[src/laser_spot_difference_peak_height_macros.svh]
// Assertion macros shared by the laser spot difference peak height RTL.
// Every user must have i_clk and i_rst_n in scope; no other dependencies.
`ifndef LASER_SPOT_DIFFERENCE_PEAK_HEIGHT_MACROS_SVH
`define LASER_SPOT_DIFFERENCE_PEAK_HEIGHT_MACROS_SVH

// Property that must hold at every clock edge outside reset.
`define LSDPH_ASSERT(lbl, expr, msg) \
    lbl: assert property (@(posedge i_clk) disable iff (!i_rst_n) (expr)) \
        else $error(msg);

// Property whose consequence must hold in the cycle after its trigger.
`define LSDPH_ASSERT_NEXT(lbl, trig, expr, msg) \
    lbl: assert property (@(posedge i_clk) disable iff (!i_rst_n) (trig) |=> (expr)) \
        else $error(msg);

`endif

[src/lsdph_pkg.sv]
// Package for the laser spot difference peak height block: widths, reset values,
// register codes, payload structs and the back-end state type. No dependencies.
package lsdph_pkg;

    // Sizes fixed by the field widths.
    localparam int FRAME_PIXELS_DEF = 1024;
    localparam int PIXEL_BITS       = 12;
    localparam int CNT_W            = 7;
    localparam int SENS_W           = 8;
    localparam int LIN_W            = 14;
    localparam int WORD_W           = 32;
    localparam int CFG_IDX_W        = 3;
    localparam int QUEUE_DEPTH      = 8;
    localparam int QCNT_W           = $clog2(QUEUE_DEPTH + 1);
    localparam int DIF_W            = SENS_W + 1;
    localparam int PROD_W           = DIF_W + WORD_W;
    localparam int DEN_W            = PROD_W + 1;
    localparam int FRAC_W           = 16;
    localparam int DVD_W            = WORD_W + FRAC_W;

    // Register reset values.
    localparam logic [CNT_W-1:0]  ROW_START_RST = 7'd21;
    localparam logic [CNT_W-1:0]  ROW_COUNT_RST = 7'd90;
    localparam logic [CNT_W-1:0]  COL_START_RST = 7'd50;
    localparam logic [CNT_W-1:0]  COL_COUNT_RST = 7'd11;
    localparam logic [SENS_W-1:0] OPT_ROW_RST   = 8'd56;

    // Saturation limits of the height.
    localparam logic signed [WORD_W-1:0] HEIGHT_MAX = 32'sh7FFF_FFFF;
    localparam logic signed [WORD_W-1:0] HEIGHT_MIN = 32'sh8000_0000;

    // Configuration register indexes.
    typedef enum logic [CFG_IDX_W-1:0] {
        CFG_ROW_START,
        CFG_ROW_COUNT,
        CFG_COL_START,
        CFG_COL_COUNT,
        CFG_OPT_ROW,
        CFG_TAN_ALPHA,
        CFG_X_TERM,
        CFG_NUMERATOR
    } t_cfg_idx;

    typedef struct packed {
        logic [CNT_W-1:0]         row_start;
        logic [CNT_W-1:0]         row_count;
        logic [CNT_W-1:0]         col_start;
        logic [CNT_W-1:0]         col_count;
        logic [SENS_W-1:0]        optical_center_row;
        logic signed [WORD_W-1:0] tan_alpha;
        logic signed [WORD_W-1:0] x_term;
        logic signed [WORD_W-1:0] height_numerator;
    } t_cfg;

    typedef struct packed {
        logic [PIXEL_BITS-1:0] pixel_value;
        logic                  first_of_pair;
    } t_pixel_in;

    typedef struct packed {
        logic [PIXEL_BITS-1:0]    diff_value;
        logic [SENS_W-1:0]        peak_row;
        logic [SENS_W-1:0]        peak_col;
        logic [PIXEL_BITS-1:0]    peak_value;
        logic signed [WORD_W-1:0] height;
        logic                     pair_done;
    } t_result;

    // One front-end pipeline stage.
    typedef struct packed {
        logic                  wr;
        logic [LIN_W-1:0]      lin;
        logic [PIXEL_BITS-1:0] pix;
        logic [SENS_W-1:0]     srow;
        logic [SENS_W-1:0]     scol;
        logic                  fresh;
        logic                  last;
    } t_fstage;

    // One laser-on pixel waiting for the back end.
    typedef struct packed {
        logic [PIXEL_BITS-1:0] old_pix;
        logic [PIXEL_BITS-1:0] new_pix;
        logic [SENS_W-1:0]     srow;
        logic [SENS_W-1:0]     scol;
        logic                  fresh;
        logic                  last;
    } t_qitem;

    typedef struct packed {
        logic             start;
        logic [DVD_W-1:0] dividend;
        logic [DEN_W-1:0] divisor;
    } t_div_ctrl;

    typedef struct packed {
        logic             busy;
        logic             done;
        logic [DVD_W-1:0] quotient;
    } t_div_stat;

    typedef enum logic [2:0] {
        BK_RUN,
        BK_MUL,
        BK_SUM,
        BK_START,
        BK_DIV,
        BK_EMIT
    } t_back_state;

endpackage

[src/lsdph_queue.sv]
// Short FIFO of laser-on transactions between the front and back ends.
// Depends on lsdph_pkg and the assertion macro header.
`include "laser_spot_difference_peak_height_macros.svh"

module lsdph_queue (
    input  logic              i_clk,
    input  logic              i_rst_n,
    input  logic              i_push,
    input  lsdph_pkg::t_qitem i_item,
    input  logic              i_pop,
    output logic              o_valid,
    output lsdph_pkg::t_qitem o_item,
    output logic [lsdph_pkg::QCNT_W-1:0] o_count
);
    import lsdph_pkg::*;

    localparam int PTR_W = $clog2(QUEUE_DEPTH);

    t_qitem             r_slot [QUEUE_DEPTH];
    logic [PTR_W-1:0]   r_wptr;
    logic [PTR_W-1:0]   r_rptr;
    logic [QCNT_W-1:0]  r_count;

    // Pointers and fill level.
    always_ff @(posedge i_clk) begin
        if (!i_rst_n) begin
            r_wptr  <= '0;
            r_rptr  <= '0;
            r_count <= '0;
        end else begin
            if (i_push) begin
                r_wptr <= r_wptr + PTR_W'(1);
            end
            if (i_pop) begin
                r_rptr <= r_rptr + PTR_W'(1);
            end
            if (i_push && !i_pop) begin
                r_count <= r_count + QCNT_W'(1);
            end else if (!i_push && i_pop) begin
                r_count <= r_count - QCNT_W'(1);
            end
        end
    end

    // Storage slots.
    always_ff @(posedge i_clk) begin
        if (i_push) begin
            r_slot[r_wptr] <= i_item;
        end
    end

    assign o_item  = r_slot[r_rptr];
    assign o_valid = (r_count != '0);
    assign o_count = r_count;

    `LSDPH_ASSERT(a_no_overflow, i_push |-> (r_count != QCNT_W'(QUEUE_DEPTH)), "queue overflow")
    `LSDPH_ASSERT(a_no_underflow, i_pop |-> (r_count != '0), "queue underflow")

endmodule

[config.mk]
export PLATFORM = sky130hd
export DESIGN_NAME = lsdph_queue
export DESIGN_NICKNAME = d
export VERILOG_FILES = /design/src/lsdph_pkg.sv /design/src/lsdph_queue.sv
export VERILOG_INCLUDE_DIRS = /design/src /design/src/src
export SDC_FILE = /design/constraint.sdc
export NUM_CORES = 1
export LEC_CHECK = 0
export ABC_AREA = 1
export BUFFER_PORTS_ARGS = -buffer_cell sky130_fd_sc_hd__buf_4
export CORE_ASPECT_RATIO = 0.9
export CORE_MARGIN = 4
export CORE_UTILIZATION = 35
export DETAILED_ROUTE_END_ITERATION = 8
export GPL_ROUTABILITY_DRIVEN = 0
export SLEW_MARGIN = 10
export SYNTH_ARGS = -nofsm -noshare
export SYNTH_HDL_FRONTEND = slang
export SYNTH_SLANG_ARGS = --single-unit
export TNS_END_PERCENT = 20
[constraint.sdc]
create_clock -name i_clk -period 3.15 [get_ports i_clk]
set_input_delay 0.1575 -clock i_clk [delete_from_list [all_inputs] [get_ports i_clk]]
set_output_delay 0.1575 -clock i_clk [all_outputs]
set_load 0.01 [all_outputs]
=== Word level (Yosys, flattened, before mapping) ===
Memories as Yosys holds them, arrays and structs flattened. A register that Yosys moved wholly into a read port is not among the register bits.
Index checks and enable logic that the tools add are counted.

* Add/sub/neg operators: 4
* Muxes and demuxes: 6
* Reductions and logical operators: 6

{| class="wikitable"
|+ Operators by type and width
! kind !! number
|-
| 2-to-1 mux 4 bit || 2
|-
| adder 3 x 1 -> 3 bit (second input constant) || 2
|-
| 2-to-1 mux 3 bit || 2
|-
| adder 4 x 1 -> 4 bit (second input constant) || 1
|-
| nonzero test 4 bit || 1
|-
| subtractor 4 x 1 -> 4 bit (second input constant) || 1
|-
| logical AND 1 bit || 2
|-
| zero test 1 bit || 2
|-
| 2-to-1 mux 1 bit || 2
|-
| nonzero test 2 bit || 1
|}

* Register bits: 10
* Logic and storage cells: 20
* Memory bits (writable): 336
* Output and inout port bits: 47
* Memories kept: 1

{| class="wikitable"
|+ Memory list
! memory !! depth !! bits a word !! rd ports !! clocked after memory_dff !! write ports !! line !! RTL
|-
| r_slot || 8 || 42 || 1 || 1 || 1 || lsdph_queue.sv:19 || <nowiki>t_qitem r_slot [QUEUE_DEPTH];</nowiki>
|}

=== Logic depth before layout (Yosys ltp) ===
Gate-level depths: netlist (run 1).

* Depth after elaboration: 4
* Depth in mapped cells: 11
* Mapped depth without buffers: 11

=== Worst setup path before layout (run 1) ===
OpenSTA, ideal clock, no wires.

* Path kind: register to register
* Start: register r_wptr[0]
* End: memory r_slot[0][0] (netlist name) (enable)
* Setup time: 0.441 ns
* Slack: 0.282 ns
* Cell stages (with the launch flop): 3
* Data required time: 2.709 ns
* Clock period less this slack: 2.868 ns
* Path buffers: 0
* Arrival: 2.426 ns
* Path through: dfxtp_1 -> or2_2 -> nor2_1

{| class="wikitable"
|+ RTL lines
! element !! line !! RTL
|-
| from (decl) || lsdph_queue.sv:20 || <nowiki>logic [PTR_W-1:0] r_wptr;</nowiki>
|-
| from (signal assigned) || lsdph_queue.sv:32 || <nowiki>r_wptr <= r_wptr + PTR_W'(1);</nowiki>
|-
| to (decl) || lsdph_queue.sv:19 ||
|}

Straight into the memory's write port.

==> metrics, run 1 <==
status=finished, final reports clean; number of enable flip-flop cells after synthesis=336; cts bufs inserted=38; 1st-iter DRT viols=650; fin util=42.83%; critical path type=reg2out; Reg area=0.01036 sq mm; critical path peak fanout=168; Top Ports=93; clk root buf=clkbuf_16; dpl cell area=0.01530 sq mm; Hold Path Class=in2reg; DRC=0; Starting Density=35.44%; Final Setup Violations=0; PnR Total Power=approximately 10 mW; count of input and output buffers=92; area grow syn2layout=20.83%; Multi-input gate area=around 0.0033 sq mm; post_cts resized=0; pre-CTS setup slack=between 1000 and 1500 ps; Mean Syn Cell Area=11.62 sq um; die area=0.04322 sq mm; Startpoint Class=register; Die W=218.7 um; clock-pin slew on the worst setup and hold paths=60 ps; DRT Pass-1 Iters=5; Layout Cells excl Fill=1898; final wirelength=32.61 mm; FFs w/ async S/R, synth=0%; final worst path period share=79.01%; initial antenna violation count=3; RSZ-0062 raised after global routing=no; Final Net Count=~1400; total grt overflow=0; Main synth FF type=edfxtp_1; CP arrival=2330 ps; clk buf depth=3; htree depth=2; clock tree sinks=~350; vias in the first global route=9122; number of distinct library cells after synthesis=22; Routed WL per cell=roughly 17 um; antenna viol nets, final=0; design area=approximately 0.017 sq mm; CTS tree=built; largest net degree at the start of global routing=~170; Slew @ Worst Pin=840.8 ps; Sum Neg Setup Slack=0 ps; final worst slack=661.1 ps; max cap viols=0; Std-Cell Rows=between 60 and 70; Seq/Total Area, Yosys=74.02%; fin. max-slew vios=0; Fin. Hold Viols=0; Worst EP required=2990 ps; share of cells above drive strength 1=12.76%; clk_lat worst skew=roughly 520 ps; peak supply drop=0.3651 mV; GRT Util Overall=15.11%; placed cells=1782; slew margin rel.=a little over two fifths; Yosys warnings=0; Syn Nets=between 1000 and 1500; DR vias/cell=4.679; Clock Skew=16.70 ps; Fmax=401.8 MHz; Static Leak=6.198 nW; global-route wire length before repair=51.57 mm; Vias=slightly below 9000; core area=0.03945 sq mm; post-DP HPWL=between 15 and 20 mm; min Tclk post-route=2489 ps; cell count after synthesis=1203; Fillers=3685; #FFs+latches synth=between 300 and 400; post-synthesis cell area=0.01398 sq mm; Worst Hold Margin=about 420 ps; P per Cell Area=617.9 mW/mm^2; Die H=197.6 um; type of element capturing the critical path=output port
[worst paths after layout]
check	slack [ps]	cells past startpoint	from	endpoint
worst min-delay path	420	2	i_item[20]	r_slot[4][20]
worst max-delay path	660	8	register	o_item[11]
worst max register to register	1220	6	r_rptr[0]	register
worst min register to register	500	2	r_wptr[0]	r_wptr[0]
[Yosys cell counts, types with 4 or more instances]
master | number | area [sq um]
o21ai_1 | 131 | 655.6
a21oi_1 | 6 | 30.03
dfxtp_1 | 13 | 260.3
o21ai_0 | 43 | 215.2
clkbuf_2 | 9 | 45.04
edfxtp_1 | 336 | 10090
nor2_1 | 355 | 1333
inv_1 | 12 | 45.04
buf_2 | 23 | 115.1
buf_4 | 12 | 90.09
buf_1 | 5 | 18.77
buf_6 | 5 | 56.30
ha_1 | 5 | 62.56
nand3_1 | 4 | 20.02
nand2_1 | 226 | 848.3
clkbuf_1 | 10 | 37.54
[flip-flops by register name, summed over array words and instances, names as in the netlist, named ones only]
register	cells
r_slot	336
o_count	4
r_rptr	3
r_wptr	3
[layout make-up]
type,instances,area share (%)
flip-flops and latches,349,61.31
multi-input cells,775,19.38
repair buffers,158,8.383
clock buffers,52,6.065
well taps,532,3.940
clock inverters,15,0.5406
inverters,15,0.3555
diodes,2,0.02962
[power breakdown]
| part | internal (mW) | switching (mW) |
|---|---|---|
| combinational | 0.460 | 0.767 |
| sequential | 5.21 | 0.0364 |
| clock | 2.28 | 1.69 |
| total | 7.95 | 2.49 |
[cell usage in the layout (no fill, tap or decap), types with 2 or more instances in the layout]
cell | Yosys | layout
nand3_1 | 4 | 4
ha_1 | 5 | 5
edfxtp_1 | 336 | 336
o21ai_0 | 43 | 43
inv_1 | 12 | 12
buf_12 | 0 | 9
clkbuf_16 | 0 | 39
clkinv_8 | 0 | 2
diode_2 | 0 | 2
dfxtp_4 | 0 | 2
or2_2 | 2 | 2
dfxtp_1 | 13 | 10
clkbuf_1 | 10 | 13
buf_4 | 12 | 102
dlygate4sd3_1 | 0 | 47
nand2_1 | 226 | 226
nor2_1 | 355 | 347
a21oi_1 | 6 | 6
clkinv_1 | 1 | 7
clkinv_2 | 0 | 6
nor2_4 | 0 | 8
o21ai_1 | 131 | 131
[routing by layer]
layer,vias to the layer above,track usage [%],part of all wire (%)
li1,4384,-,-
met1,4252,21.36,48
met2,195,24.66,46
met3,48,2.738,5.0
met4,2,3.253,1.7
met5,-,0,0.037
[timing repair]
action                                 CTS  global route
endpoints found under the hold margin  347             0
hold buffers                            47             0
buffers inserted                         0             0
[critical path, stage by stage (launching register included)]
cell	delay [ps]
dfxtp_4	370
buf_12	560
nor2_1	120
nor2_1	110
o21ai_0	90
nand2_1	120
nand2_1	60
nand2_1	180
buf_4	150
[cells by family after synthesis]
family                   count (synthesis)  share of synthesized area [%]
AO/OA/AOI/OAI                          180                          6.442
XOR/XNOR                                 2                         0.1253
adder cells (fa/ha/maj)                  6                         0.5906
buffers and inverters                   79                          2.997
flip-flops                             349                          74.02
AND/OR/NAND/NOR                        587                          15.83
Power figures use the tool's default switching activity.
==> inputs of run 2 (changes only) <==
- ABC_AREA: 1 -> 0
- clock period: 3.15 -> 2.2 ns (I/O delays scaled with it)
==> run 2 against run 1 <==
The run now ends with negative setup slack left; via count decreased by 30%; clock-buffer cell count decreased by 4; first-iteration DRC count decreased by 45%; highest routed layer unchanged; hold slack got worse by 53 ps; wire length decreased by 11%; combinational power increased by 45%; synthesized cell count decreased by 54%; global-route usage decreased by 1.0 points; cell count decreased by 34%; critical endpoint unchanged.
==> metrics, run 2 <==
status=finished with violations (was finished, final reports clean); failing checks=negative setup slack; global-route wire length before repair=42.77 mm (was 51.57 mm); clock-pin slew on the worst setup and hold paths=60 ps (about the same); Die H=192.5 um (was 197.6 um); share of cells above drive strength 1=42.19% (was 12.76%); DRT Pass-1 Iters=4 (was 5); FFs w/ async S/R, synth=0% (unchanged); peak supply drop=0.5453 mV (was 0.3651 mV); die area=0.04100 sq mm (was 0.04322 sq mm); P per Cell Area=913.1 mW/mm^2 (was 617.9 mW/mm^2); Mean Syn Cell Area=23.94 sq um (was 11.62 sq um); final worst slack=-72.75 ps (was 661.1 ps); #FFs+latches synth=349 (unchanged); type of element capturing the critical path=output port (unchanged); Main synth FF type=edfxtp_1 (unchanged); htree depth=2 (unchanged); Yosys warnings=0 (unchanged); final wirelength=28.95 mm (was 32.61 mm); GRT Util Overall=14.10% (was 15.11%); Slew @ Worst Pin=623.2 ps (was 840.8 ps); cell count after synthesis=553 (was 1203); commonest cells after routing, fill and taps aside=edfxtp_1, mux4_2, buf_4 (was nor2_1, edfxtp_1, nand2_1); cts bufs inserted=38 (unchanged); Worst Reg-to-Reg Cells=3 (was 6); DR vias/cell=4.925 (was 4.679); post-synthesis cell area=0.01324 sq mm (was 0.01398 sq mm); Hold Path Class=in2reg (unchanged); clock tree sinks=349 (unchanged); RSZ-0062 raised after global routing=yes (was no); PnR Total Power=15.50 mW (was 10.44 mW); antenna viol nets, final=0 (unchanged); slew margin rel.=58.46% (was 43.94%); fin util=45.51% (was 42.83%); Fin. Hold Viols=0 (unchanged); CTS tree=built (unchanged); Vias=6196 (was 8881); clk_lat worst skew=510 ps (was 520 ps); top cells by count, synth=edfxtp_1, mux4_2, mux2_2, dfxtp_1, clkbuf_1 (was nor2_1, edfxtp_1, nand2_1, o21ai_1, o21ai_0); Static Leak=5.628 nW (was 6.198 nW); 1st-iter DRT viols=360 (was 650); Top Ports=93 (unchanged); Syn Nets=605 (was 1255); CP arrival=2160 ps (was 2330 ps); pre-CTS setup slack=368.7 ps (was 1162 ps); area grow syn2layout=28.26% (was 20.83%); Final Net Count=800 (was 1389); Fmax=440.0 MHz; core area=0.03730 sq mm (was 0.03945 sq mm); critical path peak fanout=5 (was 168); Std-Cell Rows=67 (was 69); dpl cell area=0.01472 sq mm (was 0.01530 sq mm); commonest non-fill, non-tap cell in the layout=edfxtp_1 (was nor2_1); Routed WL per cell=23.01 um (was 17.18 um); Worst Hold Margin=368.5 ps (was 421.6 ps); DRC=0 (unchanged); initial antenna violation count=1 (was 3); number of enable flip-flop cells after synthesis=336 (unchanged); register with the most flip-flops=r_slot (unchanged); Worst EP required=2090 ps (was 2990 ps); Final Setup Violations=42 (was 0); Starting Density=35.48% (was 35.44%); Layout Cells excl Fill=1258 (was 1898); vias in the first global route=6834 (was 9122); Area contributors post-synth=edfxtp_1, mux4_2, mux2_2, dfxtp_1, buf_6 (was edfxtp_1, nor2_1, nand2_1, o21ai_1, dfxtp_1); Seq/Total Area, Yosys=78.19% (was 74.02%); Hold Crit Depth=2 (unchanged); Yosys top cell area share=76.23% (was 72.15%); min Tclk post-route=2273 ps; clk buf depth=3 (unchanged); placed cells=1129 (was 1782); number of distinct library cells after synthesis=26 (was 22); Sum Neg Setup Slack=-2097 ps (was 0 ps); fin. max-slew vios=0 (unchanged); final worst path period share=103.3%; design area=0.01698 sq mm (was 0.01690 sq mm); clk root buf=clkbuf_16 (unchanged); post-DP HPWL=16.02 mm (was 16.88 mm); max cap viols=0 (unchanged); cell taking the most area after synthesis=edfxtp_1 (unchanged); max FFs per register=336 (unchanged); total grt overflow=0 (unchanged); largest net degree at the start of global routing=28 (was 169); n_diodes=0 (was 2); dominant cell by count in the synthesized netlist=edfxtp_1 (was nor2_1); Clock Skew=10.20 ps (was 16.70 ps); Die W=213.0 um (was 218.7 um); count of input and output buffers=92 (unchanged); critical path type=reg2out (unchanged); Startpoint Class=register (unchanged)
==> run 2: metal layers <==
| layer | track usage, % | share of wire [%] | wire [um] |
|---|---|---|---|
| met5 | 0 | 0.024 | 7 |
| met4 | 2.973 | 1.6 | 468 |
| met1 | 18.87 | 43 | 12440 |
| met2 | 24.01 | 51 | 14660 |
| met3 | 3.023 | 4.7 | 1375 |
==> run 2: cell families after synthesis <==
kind of cell	count (synthesis)	share of synthesized area (%)
AO/OA/AOI/OAI	4	0.1796
XOR/XNOR	6	0.3970
adder cells (fa/ha/maj)	6	0.6239
buffers and inverters	27	1.238
flip-flops	349	78.19
multiplexers	130	18.17
AND/OR/NAND/NOR	31	1.200
==> run 2: repair_timing <==
item / in CTS / in global routing
cloned: 4 / 4
hold endpoints to repair: 349 / 0
endpoints found under the setup margin: 42 / 42
resized for setup: 56 / 19
hold buffers: 45 / 0
setup buffers: 8 / 1
pin swaps: 0 / 0
==> run 2: final timing paths <==
check | start | end | slack [ps]
worst min-delay path | i_item[38] | r_slot[4][38] | 370
worst max register to register | r_wptr[0] | r_slot[3][10] | 450
worst min register to register | o_count[3] | o_count[3] | 520
worst max-delay path | register | o_item[11] | -70
==> run 2: worst max-delay path, cell delays in order, from the launching register on <==
cell and delay (ps):
dfxtp_4 410, buf_12 150, clkbuf_16 160, mux4_2 480, mux2_4 300, buf_6 130
==> run 2: layout make-up <==
cell class              count  area (sq um)
multi-input cells         177          2910
clock buffers              48          1052
repair buffers            180          1869
clock inverters            19         175.2
well taps                 483         604.3
flip-flops and latches    349         10360
fillers                  3056         20330
inverters                   2         7.507
==> run 2: power by group <==
part / internal, mW / switching (mW)
Combinational: 1.02 / 0.762
Clock: 3.74 / 2.42
Sequential: 7.48 / 0.0818
Total: 12.2 / 3.27
