**src/laser_spot_difference_peak_height_macros.svh**
```systemverilog
// Assertion macros shared by the laser spot difference peak height RTL.
// Every user must have i_clk and i_rst_n in scope; no other dependencies.
`ifndef LASER_SPOT_DIFFERENCE_PEAK_HEIGHT_MACROS_SVH
`define LASER_SPOT_DIFFERENCE_PEAK_HEIGHT_MACROS_SVH

// Property that must hold at every clock edge outside reset.
`define LSDPH_ASSERT(lbl, expr, msg) \
    lbl: assert property (@(posedge i_clk) disable iff (!i_rst_n) (expr)) \
        else $error(msg);

// Property whose consequence must hold in the cycle after its trigger.
`define LSDPH_ASSERT_NEXT(lbl, trig, expr, msg) \
    lbl: assert property (@(posedge i_clk) disable iff (!i_rst_n) (trig) |=> (expr)) \
        else $error(msg);

`endif

```
**src/lsdph_pkg.sv**
```systemverilog
// Package for the laser spot difference peak height block: widths, reset values,
// register codes, payload structs and the back-end state type. No dependencies.
package lsdph_pkg;

    // Sizes fixed by the field widths.
    localparam int FRAME_PIXELS_DEF = 1024;
    localparam int PIXEL_BITS       = 12;
    localparam int CNT_W            = 7;
    localparam int SENS_W           = 8;
    localparam int LIN_W            = 14;
    localparam int WORD_W           = 32;
    localparam int CFG_IDX_W        = 3;
    localparam int QUEUE_DEPTH      = 8;
    localparam int QCNT_W           = $clog2(QUEUE_DEPTH + 1);
    localparam int DIF_W            = SENS_W + 1;
    localparam int PROD_W           = DIF_W + WORD_W;
    localparam int DEN_W            = PROD_W + 1;
    localparam int FRAC_W           = 16;
    localparam int DVD_W            = WORD_W + FRAC_W;

    // Register reset values.
    localparam logic [CNT_W-1:0]  ROW_START_RST = 7'd21;
    localparam logic [CNT_W-1:0]  ROW_COUNT_RST = 7'd90;
    localparam logic [CNT_W-1:0]  COL_START_RST = 7'd50;
    localparam logic [CNT_W-1:0]  COL_COUNT_RST = 7'd11;
    localparam logic [SENS_W-1:0] OPT_ROW_RST   = 8'd56;

    // Saturation limits of the height.
    localparam logic signed [WORD_W-1:0] HEIGHT_MAX = 32'sh7FFF_FFFF;
    localparam logic signed [WORD_W-1:0] HEIGHT_MIN = 32'sh8000_0000;

    // Configuration register indexes.
    typedef enum logic [CFG_IDX_W-1:0] {
        CFG_ROW_START,
        CFG_ROW_COUNT,
        CFG_COL_START,
        CFG_COL_COUNT,
        CFG_OPT_ROW,
        CFG_TAN_ALPHA,
        CFG_X_TERM,
        CFG_NUMERATOR
    } t_cfg_idx;

    typedef struct packed {
        logic [CNT_W-1:0]         row_start;
        logic [CNT_W-1:0]         row_count;
        logic [CNT_W-1:0]         col_start;
        logic [CNT_W-1:0]         col_count;
        logic [SENS_W-1:0]        optical_center_row;
        logic signed [WORD_W-1:0] tan_alpha;
        logic signed [WORD_W-1:0] x_term;
        logic signed [WORD_W-1:0] height_numerator;
    } t_cfg;

    typedef struct packed {
        logic [PIXEL_BITS-1:0] pixel_value;
        logic                  first_of_pair;
    } t_pixel_in;

    typedef struct packed {
        logic [PIXEL_BITS-1:0]    diff_value;
        logic [SENS_W-1:0]        peak_row;
        logic [SENS_W-1:0]        peak_col;
        logic [PIXEL_BITS-1:0]    peak_value;
        logic signed [WORD_W-1:0] height;
        logic                     pair_done;
    } t_result;

    // One front-end pipeline stage.
    typedef struct packed {
        logic                  wr;
        logic [LIN_W-1:0]      lin;
        logic [PIXEL_BITS-1:0] pix;
        logic [SENS_W-1:0]     srow;
        logic [SENS_W-1:0]     scol;
        logic                  fresh;
        logic                  last;
    } t_fstage;

    // One laser-on pixel waiting for the back end.
    typedef struct packed {
        logic [PIXEL_BITS-1:0] old_pix;
        logic [PIXEL_BITS-1:0] new_pix;
        logic [SENS_W-1:0]     srow;
        logic [SENS_W-1:0]     scol;
        logic                  fresh;
        logic                  last;
    } t_qitem;

    typedef struct packed {
        logic             start;
        logic [DVD_W-1:0] dividend;
        logic [DEN_W-1:0] divisor;
    } t_div_ctrl;

    typedef struct packed {
        logic             busy;
        logic             done;
        logic [DVD_W-1:0] quotient;
    } t_div_stat;

    typedef enum logic [2:0] {
        BK_RUN,
        BK_MUL,
        BK_SUM,
        BK_START,
        BK_DIV,
        BK_EMIT
    } t_back_state;

endpackage

```
**src/lsdph_div.sv**
```systemverilog
// Restoring divider, one quotient bit per cycle, on unsigned magnitudes.
// Depends on lsdph_pkg and the assertion macro header.
`include "laser_spot_difference_peak_height_macros.svh"

module lsdph_div (
    input  logic                 i_clk,
    input  logic                 i_rst_n,
    input  lsdph_pkg::t_div_ctrl i_ctrl,
    output lsdph_pkg::t_div_stat o_stat
);
    import lsdph_pkg::*;

    localparam int STEP_W = $clog2(DVD_W);

    logic              r_busy;
    logic              r_done;
    logic [STEP_W-1:0] r_step;
    logic [DEN_W-1:0]  r_rem;
    logic [DVD_W-1:0]  r_dvd;
    logic [DEN_W-1:0]  r_dvs;

    logic [DEN_W:0]    rem_sh;
    logic [DEN_W:0]    rem_sub;
    logic              ge;

    // One trial subtraction per cycle.
    assign rem_sh  = {r_rem, r_dvd[DVD_W-1]};
    assign ge      = (rem_sh >= {1'b0, r_dvs});
    assign rem_sub = rem_sh - {1'b0, r_dvs};

    // Sequencing.
    always_ff @(posedge i_clk) begin
        if (!i_rst_n) begin
            r_busy <= 1'b0;
            r_done <= 1'b0;
            r_step <= '0;
        end else begin
            r_done <= 1'b0;
            if (i_ctrl.start) begin
                r_busy <= 1'b1;
                r_step <= '0;
            end else if (r_busy) begin
                r_step <= r_step + STEP_W'(1);
                if (r_step == STEP_W'(DVD_W - 1)) begin
                    r_busy <= 1'b0;
                    r_done <= 1'b1;
                end
            end
        end
    end

    // Datapath: the dividend register fills with quotient bits from the right.
    always_ff @(posedge i_clk) begin
        if (i_ctrl.start) begin
            r_rem <= '0;
            r_dvd <= i_ctrl.dividend;
            r_dvs <= i_ctrl.divisor;
        end else if (r_busy) begin
            r_rem <= ge ? rem_sub[DEN_W-1:0] : rem_sh[DEN_W-1:0];
            r_dvd <= {r_dvd[DVD_W-2:0], ge};
        end
    end

    assign o_stat.busy     = r_busy;
    assign o_stat.done     = r_done;
    assign o_stat.quotient = r_dvd;

    `LSDPH_ASSERT_NEXT(a_start_busy, i_ctrl.start, r_busy, "divider did not start")

endmodule

```
**src/lsdph_back.sv**
```systemverilog
// Back end: absolute difference, peak tracking and the height computation at
// the end of each pair. Depends on lsdph_pkg, lsdph_div and the macro header.
`include "laser_spot_difference_peak_height_macros.svh"

module lsdph_back (
    input  logic                 i_clk,
    input  logic                 i_rst_n,
    input  lsdph_pkg::t_cfg      i_cfg,
    input  logic                 i_q_valid,
    input  lsdph_pkg::t_qitem    i_item,
    output logic                 o_pop,
    output logic                 o_valid,
    input  logic                 i_ready,
    output lsdph_pkg::t_result   o_result
);
    import lsdph_pkg::*;

    t_back_state r_state, n_state;

    logic [PIXEL_BITS-1:0]    r_best_val;
    logic [SENS_W-1:0]        r_best_row;
    logic [SENS_W-1:0]        r_best_col;
    logic [PIXEL_BITS-1:0]    r_last_diff;
    logic signed [PROD_W-1:0] r_prod;
    logic signed [DEN_W-1:0]  r_den;
    logic                     r_num_neg;
    logic signed [WORD_W-1:0] r_height;
    logic                     r_out_valid;
    t_result                  r_out;

    logic                     out_free;
    logic                     pop;
    logic                     div_start;
    logic [PIXEL_BITS-1:0]    diff;
    logic                     take_best;
    logic signed [DIF_W-1:0]  row_dif;
    logic [WORD_W-1:0]        num_mag;
    logic [DEN_W-1:0]         den_mag;
    logic                     q_neg;
    logic [DVD_W-1:0]         quo;
    logic signed [WORD_W-1:0] height_c;
    t_div_ctrl                div_ctrl;
    t_div_stat                div_stat;

    assign out_free = !r_out_valid || i_ready;

    // Difference and peak comparison; ties keep the earlier pixel.
    assign diff      = (i_item.old_pix > i_item.new_pix) ? (i_item.old_pix - i_item.new_pix)
                                                         : (i_item.new_pix - i_item.old_pix);
    assign take_best = i_item.fresh || (diff > r_best_val);

    // Next state.
    always_comb begin
        n_state = r_state;
        unique case (r_state)
            BK_RUN: begin
                if (pop && i_item.last) begin
                    n_state = BK_MUL;
                end
            end
            BK_MUL:   n_state = BK_SUM;
            BK_SUM:   n_state = BK_START;
            BK_START: n_state = BK_DIV;
            BK_DIV: begin
                if (div_stat.done) begin
                    n_state = BK_EMIT;
                end
            end
            BK_EMIT: begin
                if (out_free) begin
                    n_state = BK_RUN;
                end
            end
            default:  n_state = BK_RUN;
        endcase
    end

    // State outputs.
    always_comb begin
        pop       = 1'b0;
        div_start = 1'b0;
        unique case (r_state)
            BK_RUN:   pop = i_q_valid && out_free;
            BK_START: div_start = 1'b1;
            default: begin
                pop       = 1'b0;
                div_start = 1'b0;
            end
        endcase
    end

    always_ff @(posedge i_clk) begin
        if (!i_rst_n) begin
            r_state <= BK_RUN;
        end else begin
            r_state <= n_state;
        end
    end

    // Divider operands: magnitudes of the scaled numerator and the divisor.
    assign row_dif = $signed({1'b0, i_cfg.optical_center_row} - {1'b0, r_best_row});
    assign num_mag = i_cfg.height_numerator[WORD_W-1] ? (~i_cfg.height_numerator + WORD_W'(1))
                                                      : i_cfg.height_numerator;
    assign den_mag = r_den[DEN_W-1] ? (~r_den + DEN_W'(1)) : r_den;

    assign div_ctrl.start    = div_start;
    assign div_ctrl.dividend = {num_mag, {FRAC_W{1'b0}}};
    assign div_ctrl.divisor  = den_mag;

    lsdph_div u_div (
        .i_clk   (i_clk),
        .i_rst_n (i_rst_n),
        .i_ctrl  (div_ctrl),
        .o_stat  (div_stat)
    );

    // Sign and saturation of the quotient; a zero divisor saturates by numerator sign.
    assign quo   = div_stat.quotient;
    assign q_neg = r_num_neg ^ r_den[DEN_W-1];
    always_comb begin
        if (r_den == '0) begin
            height_c = r_num_neg ? HEIGHT_MIN : HEIGHT_MAX;
        end else if (q_neg) begin
            if (quo > DVD_W'(64'h8000_0000)) begin
                height_c = HEIGHT_MIN;
            end else begin
                height_c = $signed(~quo[WORD_W-1:0] + WORD_W'(1));
            end
        end else begin
            if (quo > DVD_W'(64'h7FFF_FFFF)) begin
                height_c = HEIGHT_MAX;
            end else begin
                height_c = $signed(quo[WORD_W-1:0]);
            end
        end
    end

    // Peak tracker and height datapath.
    always_ff @(posedge i_clk) begin
        if (pop) begin
            if (take_best) begin
                r_best_val <= diff;
                r_best_row <= i_item.srow;
                r_best_col <= i_item.scol;
            end
            if (i_item.last) begin
                r_last_diff <= diff;
            end
        end
        if (r_state == BK_MUL) begin
            r_prod    <= PROD_W'(row_dif) * PROD_W'(i_cfg.tan_alpha);
            r_num_neg <= i_cfg.height_numerator[WORD_W-1];
        end
        if (r_state == BK_SUM) begin
            r_den <= DEN_W'(r_prod) + DEN_W'(i_cfg.x_term);
        end
        if (r_state == BK_DIV && div_stat.done) begin
            r_height <= height_c;
        end
    end

    // Output register: per-pixel difference, or the full pair result.
    always_ff @(posedge i_clk) begin
        if (pop && !i_item.last) begin
            r_out.diff_value <= diff;
            r_out.peak_row   <= '0;
            r_out.peak_col   <= '0;
            r_out.peak_value <= '0;
            r_out.height     <= '0;
            r_out.pair_done  <= 1'b0;
        end else if (r_state == BK_EMIT && out_free) begin
            r_out.diff_value <= r_last_diff;
            r_out.peak_row   <= r_best_row;
            r_out.peak_col   <= r_best_col;
            r_out.peak_value <= r_best_val;
            r_out.height     <= r_height;
            r_out.pair_done  <= 1'b1;
        end
    end

    always_ff @(posedge i_clk) begin
        if (!i_rst_n) begin
            r_out_valid <= 1'b0;
        end else if ((pop && !i_item.last) || (r_state == BK_EMIT && out_free)) begin
            r_out_valid <= 1'b1;
        end else if (i_ready) begin
            r_out_valid <= 1'b0;
        end
    end

    assign o_pop    = pop;
    assign o_valid  = r_out_valid;
    assign o_result = r_out;

    `LSDPH_ASSERT_NEXT(a_div_to_emit, (r_state == BK_DIV) && div_stat.done, r_state == BK_EMIT, "missed divider completion")
    `LSDPH_ASSERT(a_emit_idle_div, (r_state == BK_EMIT) |-> !div_stat.busy, "result emitted while dividing")

endmodule

```
**config.mk**
```make
export PLATFORM = sky130hd
export DESIGN_NAME = lsdph_back
export DESIGN_NICKNAME = d
export VERILOG_FILES = /design/src/lsdph_pkg.sv /design/src/lsdph_div.sv /design/src/lsdph_back.sv
export VERILOG_INCLUDE_DIRS = /design/src /design/src/src
export SDC_FILE = /design/constraint.sdc
export NUM_CORES = 2
export LEC_CHECK = 0
export BUFFER_PORTS_ARGS = -buffer_cell sky130_fd_sc_hd__buf_2
export CORE_AREA = 3 3 254 281
export DETAILED_ROUTE_END_ITERATION = 8
export DIE_AREA = 0 0 257 284
export MAX_ROUTING_LAYER = met4
export SYNTH_ARGS = -nofsm -noshare
export SYNTH_HDL_FRONTEND = slang
export SYNTH_SLANG_ARGS = --single-unit
```
**constraint.sdc**
```tcl
create_clock -name i_clk -period 9 [get_ports i_clk]
set_clock_uncertainty 0.1 [all_clocks]
set_input_delay 0.45 -clock i_clk [delete_from_list [all_inputs] [get_ports i_clk]]
set_output_delay 0.45 -clock i_clk [all_outputs]
set_load 0.1 [all_outputs]
```
# After elaboration in Yosys (flattened, before gate mapping)
# Index checks and enable logic that the tools add are counted.
# totals
register_bits	373
latchBits	0
ramBits	0
mem_bits_ro	0
out_inout_bits	75
mem_count	0
# op_classes
n_addsub	9
multipliers	1
div_mod_pow	0
order_cmp	5
eq_ne	9
shifts	0
mux	25
bitwise	6
reduce_logical	20
# op_table
op	n
two-way mux 32 bit	6
two-way mux 73 bit	2
two-way mux 48 bit	2
inverter 32 bit	2
greater-than comparator 48 x 31 -> 1 bit (second input constant)	1
greater-than comparator 48 x 32 -> 1 bit (second input constant)	1
>= comparator 43 x 42 -> 1 bit	1
adder 41 x 32 -> 42 bit	1
adder 42 x 2 -> 42 bit (second input constant)	1
logical NOT 42 bit	1
two-way mux 42 bit	1
inverter 42 bit	1
subtractor 42 bit	1
multiplier 9 x 32 -> 41 bit	1
two-way mux 41 bit	1
adder 32 x 1 -> 32 bit (second input constant)	1
adder 32 x 2 -> 32 bit (second input constant)	1
greater-than comparator 12 bit	2
subtractor 12 bit	2
one-hot mux 3 bit (6 select lines)	1
two-way mux 12 bit	1
two-way mux 3 bit	3
subtractor 8 x 8 -> 9 bit	1
two-way mux 1 bit	8
18 further kinds	32

# Depth between registers and ports, before layout
# logic_depth
depth_word	7
depth_mapped	32

# By module
# Synthesis repeated with hierarchy kept, for this count alone.
# hier_totals
cells_unflattened	3189
hier_area_um2	31212.4
# modules_own_cells
module	instances	cells_per_inst	area_per_inst_um2	seq_area_each_um2
lsdph_back	1	2407	23098.4	6346.1
lsdph_div	1	782	8114.0	3703.6

# Worst setup path after synthesis
# OpenSTA, ideal clock, no wires.
# synth_timing
kind	input-to-reg
start	in i_cfg[97] in the netlist's numbering
end	reg r_prod[34] (data pin)
setup_ns	0.258
arrival_time_ns	7.080
t_required_ns	8.642
slack_ns	1.562
path_stages	30
path_buffers	1
cell_sequence	ha_1 -> nor2b_1 -> o21ai_0 -> a21boi_0 -> o21ai_0 -> nand2b_1 -> a21o_1 -> a21oi_1 -> xnor2_1 -> clkbuf_1 -> nand2_1 -> fa_1 -> fa_1 -> inv_1 -> fa_1 -> fa_1 -> inv_1 -> fa_1 -> inv_1 -> ha_1 -> o21ai_0 -> o21bai_1 -> a311oi_1 -> o211a_1 -> o31ai_1 -> a211oi_1 -> o21ai_0 -> a21o_1 -> a21oi_1 -> xnor2_1
# synth_between
elab_chain_len	2
# synth_lines
element	line	text
start: declaration	lsdph_back.sv:8	input lsdph_pkg::t_cfg i_cfg,
subtractor 8 x 8 -> 9 bit	lsdph_back.sv:101	assign row_dif = $signed({1'b0, i_cfg.optical_center_row} - {1'b0, r_best_row});
multiplier 9 x 32 -> 41 bit	lsdph_back.sv:151	r_prod <= PROD_W'(row_dif) * PROD_W'(i_cfg.tan_alpha);
end signal: assignment	lsdph_back.sv:151	
end: declaration	lsdph_back.sv:24	logic signed [PROD_W-1:0] r_prod;
# No other way between the ends.
# A chain may end at the register's enable or synchronous reset.

# Final worst setup path
# layout_timing
start	reg r_best_row[1]
end	reg r_prod[40] (data pin)
# layout_between
elab_chain_len	2
# layout_lines
element	line	text
start: declaration	lsdph_back.sv:21	logic [SENS_W-1:0] r_best_row;
start signal: assignment	lsdph_back.sv:143	r_best_row <= i_item.srow;
subtractor 8 x 8 -> 9 bit	lsdph_back.sv:101	
multiplier 9 x 32 -> 41 bit	lsdph_back.sv:151	
# No other way between the ends.

==> results_dict.tcl <==
set metrics [dict create \
    outcome "finished clean" \
    finalHoldViolCount 0 \
    grt_util_met3 0.0221 \
    finalCritPeriodShare 0.911 \
    crit_required_ns 9.21 \
    timing.fmax_mhz 122 \
    pre_cts_slack_ns 0.429 \
    die_height_um 284 \
    synth_edf_count 242 \
    syn_inst 3226 \
    setup-tns-final_ns 0 \
    min_path_type "in -> reg" \
    core_um2 68900 \
    grt_overflow 0 \
    yosys_warnings 0 \
    slowest_delay_ns 0.54 \
    r2r-end "r_prod[40]$_DFFE_PP_" \
    grt_setup_unrepaired "false" \
    cpMaxStageDelayCell "fa_1" \
    synthToLayoutAreaGrowth_pct 12.0 \
    setup_ws_ns 0.800 \
    met2_usage 0.357 \
    wire_per_inst_um 17.1 \
    worst_setup_path_end_kind "flop" \
    slew_headroom 0.293 \
    routed_via_density 5.39 \
    antenna_found_initial 2 \
    cp_top_family "adder cells" \
    synth_fp_nets 3855 \
    dpl.cell_count 4269 \
    crit_top_cell "fa_1" \
    drt_iter0_drc 1195 \
    final_nets 4032 \
    gp_congestion 0.909 \
    ys_async_sr_fraction 0 \
    drtAntennaViolNets 0 \
    dr_total_vias 23557 \
    io_pins 253 \
    syn_avg_cell_area_um2 9.55 \
    rr_startpoint "r_best_row[1]$_DFFE_PP_" \
    fp.dieW_um 257 \
    min_from "i_cfg[32]" \
    hpwl_um 58500 \
    path_clk_slew_ns 0.06 \
    crit_arrival_ns 8.41 \
    grt_pass1_wl_um 124000 \
    grtUsageMet1 0.270 \
    cts_setup_buffers 0 \
    clockBufferDepth 3 \
    cts.sinks 373 \
    syn-cell-area_um2 30800 \
    port_buffers 224 \
    period_minus_slack_ns 8.20 \
    crit_buf_inv 5 \
    reg2reg_slack_ns 0.80 \
    drive_gt1_frac 0.108 \
    crit_start "r_best_row[1]$_DFFE_PP_" \
    worst_slew_pin_slew_ns 1.06 \
    numCtsBuffers 43 \
    drt_wl_total_um 74900 \
    yosysSeqAreaShare 0.321 \
    synth-main-ff-cell "edfxtp_1" \
    layout_commonest_cell "nand2_1" \
    busiest_layer "met2" \
    h-tree-depth 2 \
    first_global_vias 24141 \
    yosysUniqueCellTypes 71 \
    setup-violations-final 0 \
    drc 0 \
    critical_path_class "reg -> reg" \
    cap_violations 0 \
    cts_root_buf "clkbuf_16" \
    r2r_cells 31 \
    initial_core_util 0.448 \
    first_pass_iters 5 \
    path_depth 31 \
    startpoint_type "flop" \
    grt.total_usage 0.210 \
    ys_ff_latch 373 \
    cp_max_fo 27 \
    clk_latency_ns 0.58 \
    layout.cells.non_filler 4368 \
    grt_max_degree 113 \
    whs_path_depth 2 \
    cts_tree "built" \
    die_area_um2 73000 \
    layout_common_cells "298 x nand2_1, 272 x inv_1, 249 x a21oi_1, 242 x edfxtp_1, 236 x fa_1" \
    slew_viol_final 0 \
    cp-endpoint "r_prod[40]$_DFFE_PP_" \
    rows 101 \
]
-- cell usage after synthesis (6+ instances only) --
library cell	count	area share
a211o_1	11	0.0031
a211oi_1	21	0.0051
a21o_1	83	0.020
a21oi_1	249	0.040
a22o_1	13	0.0037
a31oi_1	12	0.0024
and2_1	168	0.034
and3_1	12	0.0024
and4_1	7	0.0020
clkbuf_1	133	0.016
dfxtp_1	131	0.085
edfxtp_1	242	0.24
fa_1	236	0.15
ha_1	215	0.087
inv_1	273	0.033
mux2_2	6	0.0022
mux2i_1	58	0.019
nand2_1	298	0.036
nand2b_1	91	0.018
nand3_1	66	0.011
nand4_1	28	0.0057
nor2_1	160	0.019
nor2b_1	28	0.0057
nor3_1	36	0.0058
nor3b_1	13	0.0032
nor4_1	18	0.0037
o211ai_1	26	0.0063
o21a_1	13	0.0032
o21ai_0	187	0.030
o21bai_1	17	0.0041
o311ai_0	6	0.0017
o31ai_1	36	0.0088
o41ai_1	9	0.0026
or2_2	12	0.0024
or3_1	26	0.0053
or4_1	13	0.0032
xnor2_1	129	0.037
xor2_1	71	0.020
-- per-stage QoR --
| stage | area [um^2] | utilization | hold WS (ns) |
|---|---|---|---|
| 2_1_floorplan | 30800 | - | 0.358 |
| 3_3_place_gp | 32900 | 0.477 | 0.342 |
| 3_5_place_dp | 32900 | 0.477 | 0.344 |
| 4_1_cts | 34500 | 0.501 | 0.0561 |
| 5_1_grt | 34500 | 0.501 | 0.0799 |
| 6_report | 34500 | 0.501 | 0.0934 |
-- cells by family after synthesis --
kind of cell | after synthesis | share of synthesized area
AND/OR/NAND/NOR | 994 | 0.164
flip-flops | 373 | 0.321
buffers and inverters | 410 | 0.0500
AO/OA/AOI/OAI | 734 | 0.147
multiplexers | 64 | 0.0210
XOR/XNOR | 200 | 0.0568
adder cells (fa/ha/maj) | 451 | 0.241
-- registers in the layout (all words and copies together) (netlist names) --
signal / flops
r_den: 42
r_last_diff: 12
u_div.r_rem: 42
o_result: 73
u_div.r_done: 1
u_div.r_step: 6
u_div.r_dvs: 42
r_prod: 41
r_best_row: 8
r_height: 32
r_num_neg: 1
r_best_val: 12
o_valid: 1
u_div.r_busy: 1
r_state: 3
r_best_col: 8
u_div.r_dvd: 48
-- metal layers --
metal / up-vias / part of all wire
met5: - / 0
met4: 0 / 0.023
met3: 113 / 0.038
met2: 470 / 0.49
met1: 11456 / 0.45
li1: 11518 / -
-- worst min-delay path by stage --
stage / endpoint / slack [ns]
3_3_place_gp: o_result[52]$_SDFFE_PP0P_ / 0.34
3_5_place_dp: o_result[15]$_SDFFE_PP0P_ / 0.34
2_1_floorplan: u_div.r_step[5]$_SDFFE_PP0P_ / 0.36
6_report: r_den[0]$_DFFE_PP_ / 0.09
5_1_grt: r_den[0]$_DFFE_PP_ / 0.08
4_1_cts: r_den[0]$_DFFE_PP_ / 0.06
-- layout make-up --
cell class	instances	area (um^2)
fill	6389	34300
clock buffer	54	1180
timing repair buffer	269	1500
inverter	273	1020
antenna	3	7.51
tap	927	1160
sequential	373	9890
multi-input combinational	2443	19500
clock inverter	26	285
-- timing repair --
item,4_1_cts,5_1_grt
hold buffers,16,0
endpoints found under the setup margin,0,4
resized for setup,0,1
endpoints found under the hold margin,16,0
-- worst reg2reg max path: cells and delay by family, from the launching register on --
family	cells	cell delay (ns)
AO/OA/AOI/OAI	14	3.02
AND/OR/NAND/NOR	3	0.44
XOR/XNOR	2	0.42
buffers and inverters	5	0.39
adder cells (fa/ha/maj)	7	3.13
flip-flops	1	0.46
Power is left out: the tool's default activity adds up to more than one toggle a clock period on the data nets, which glitch-free logic cannot reach.
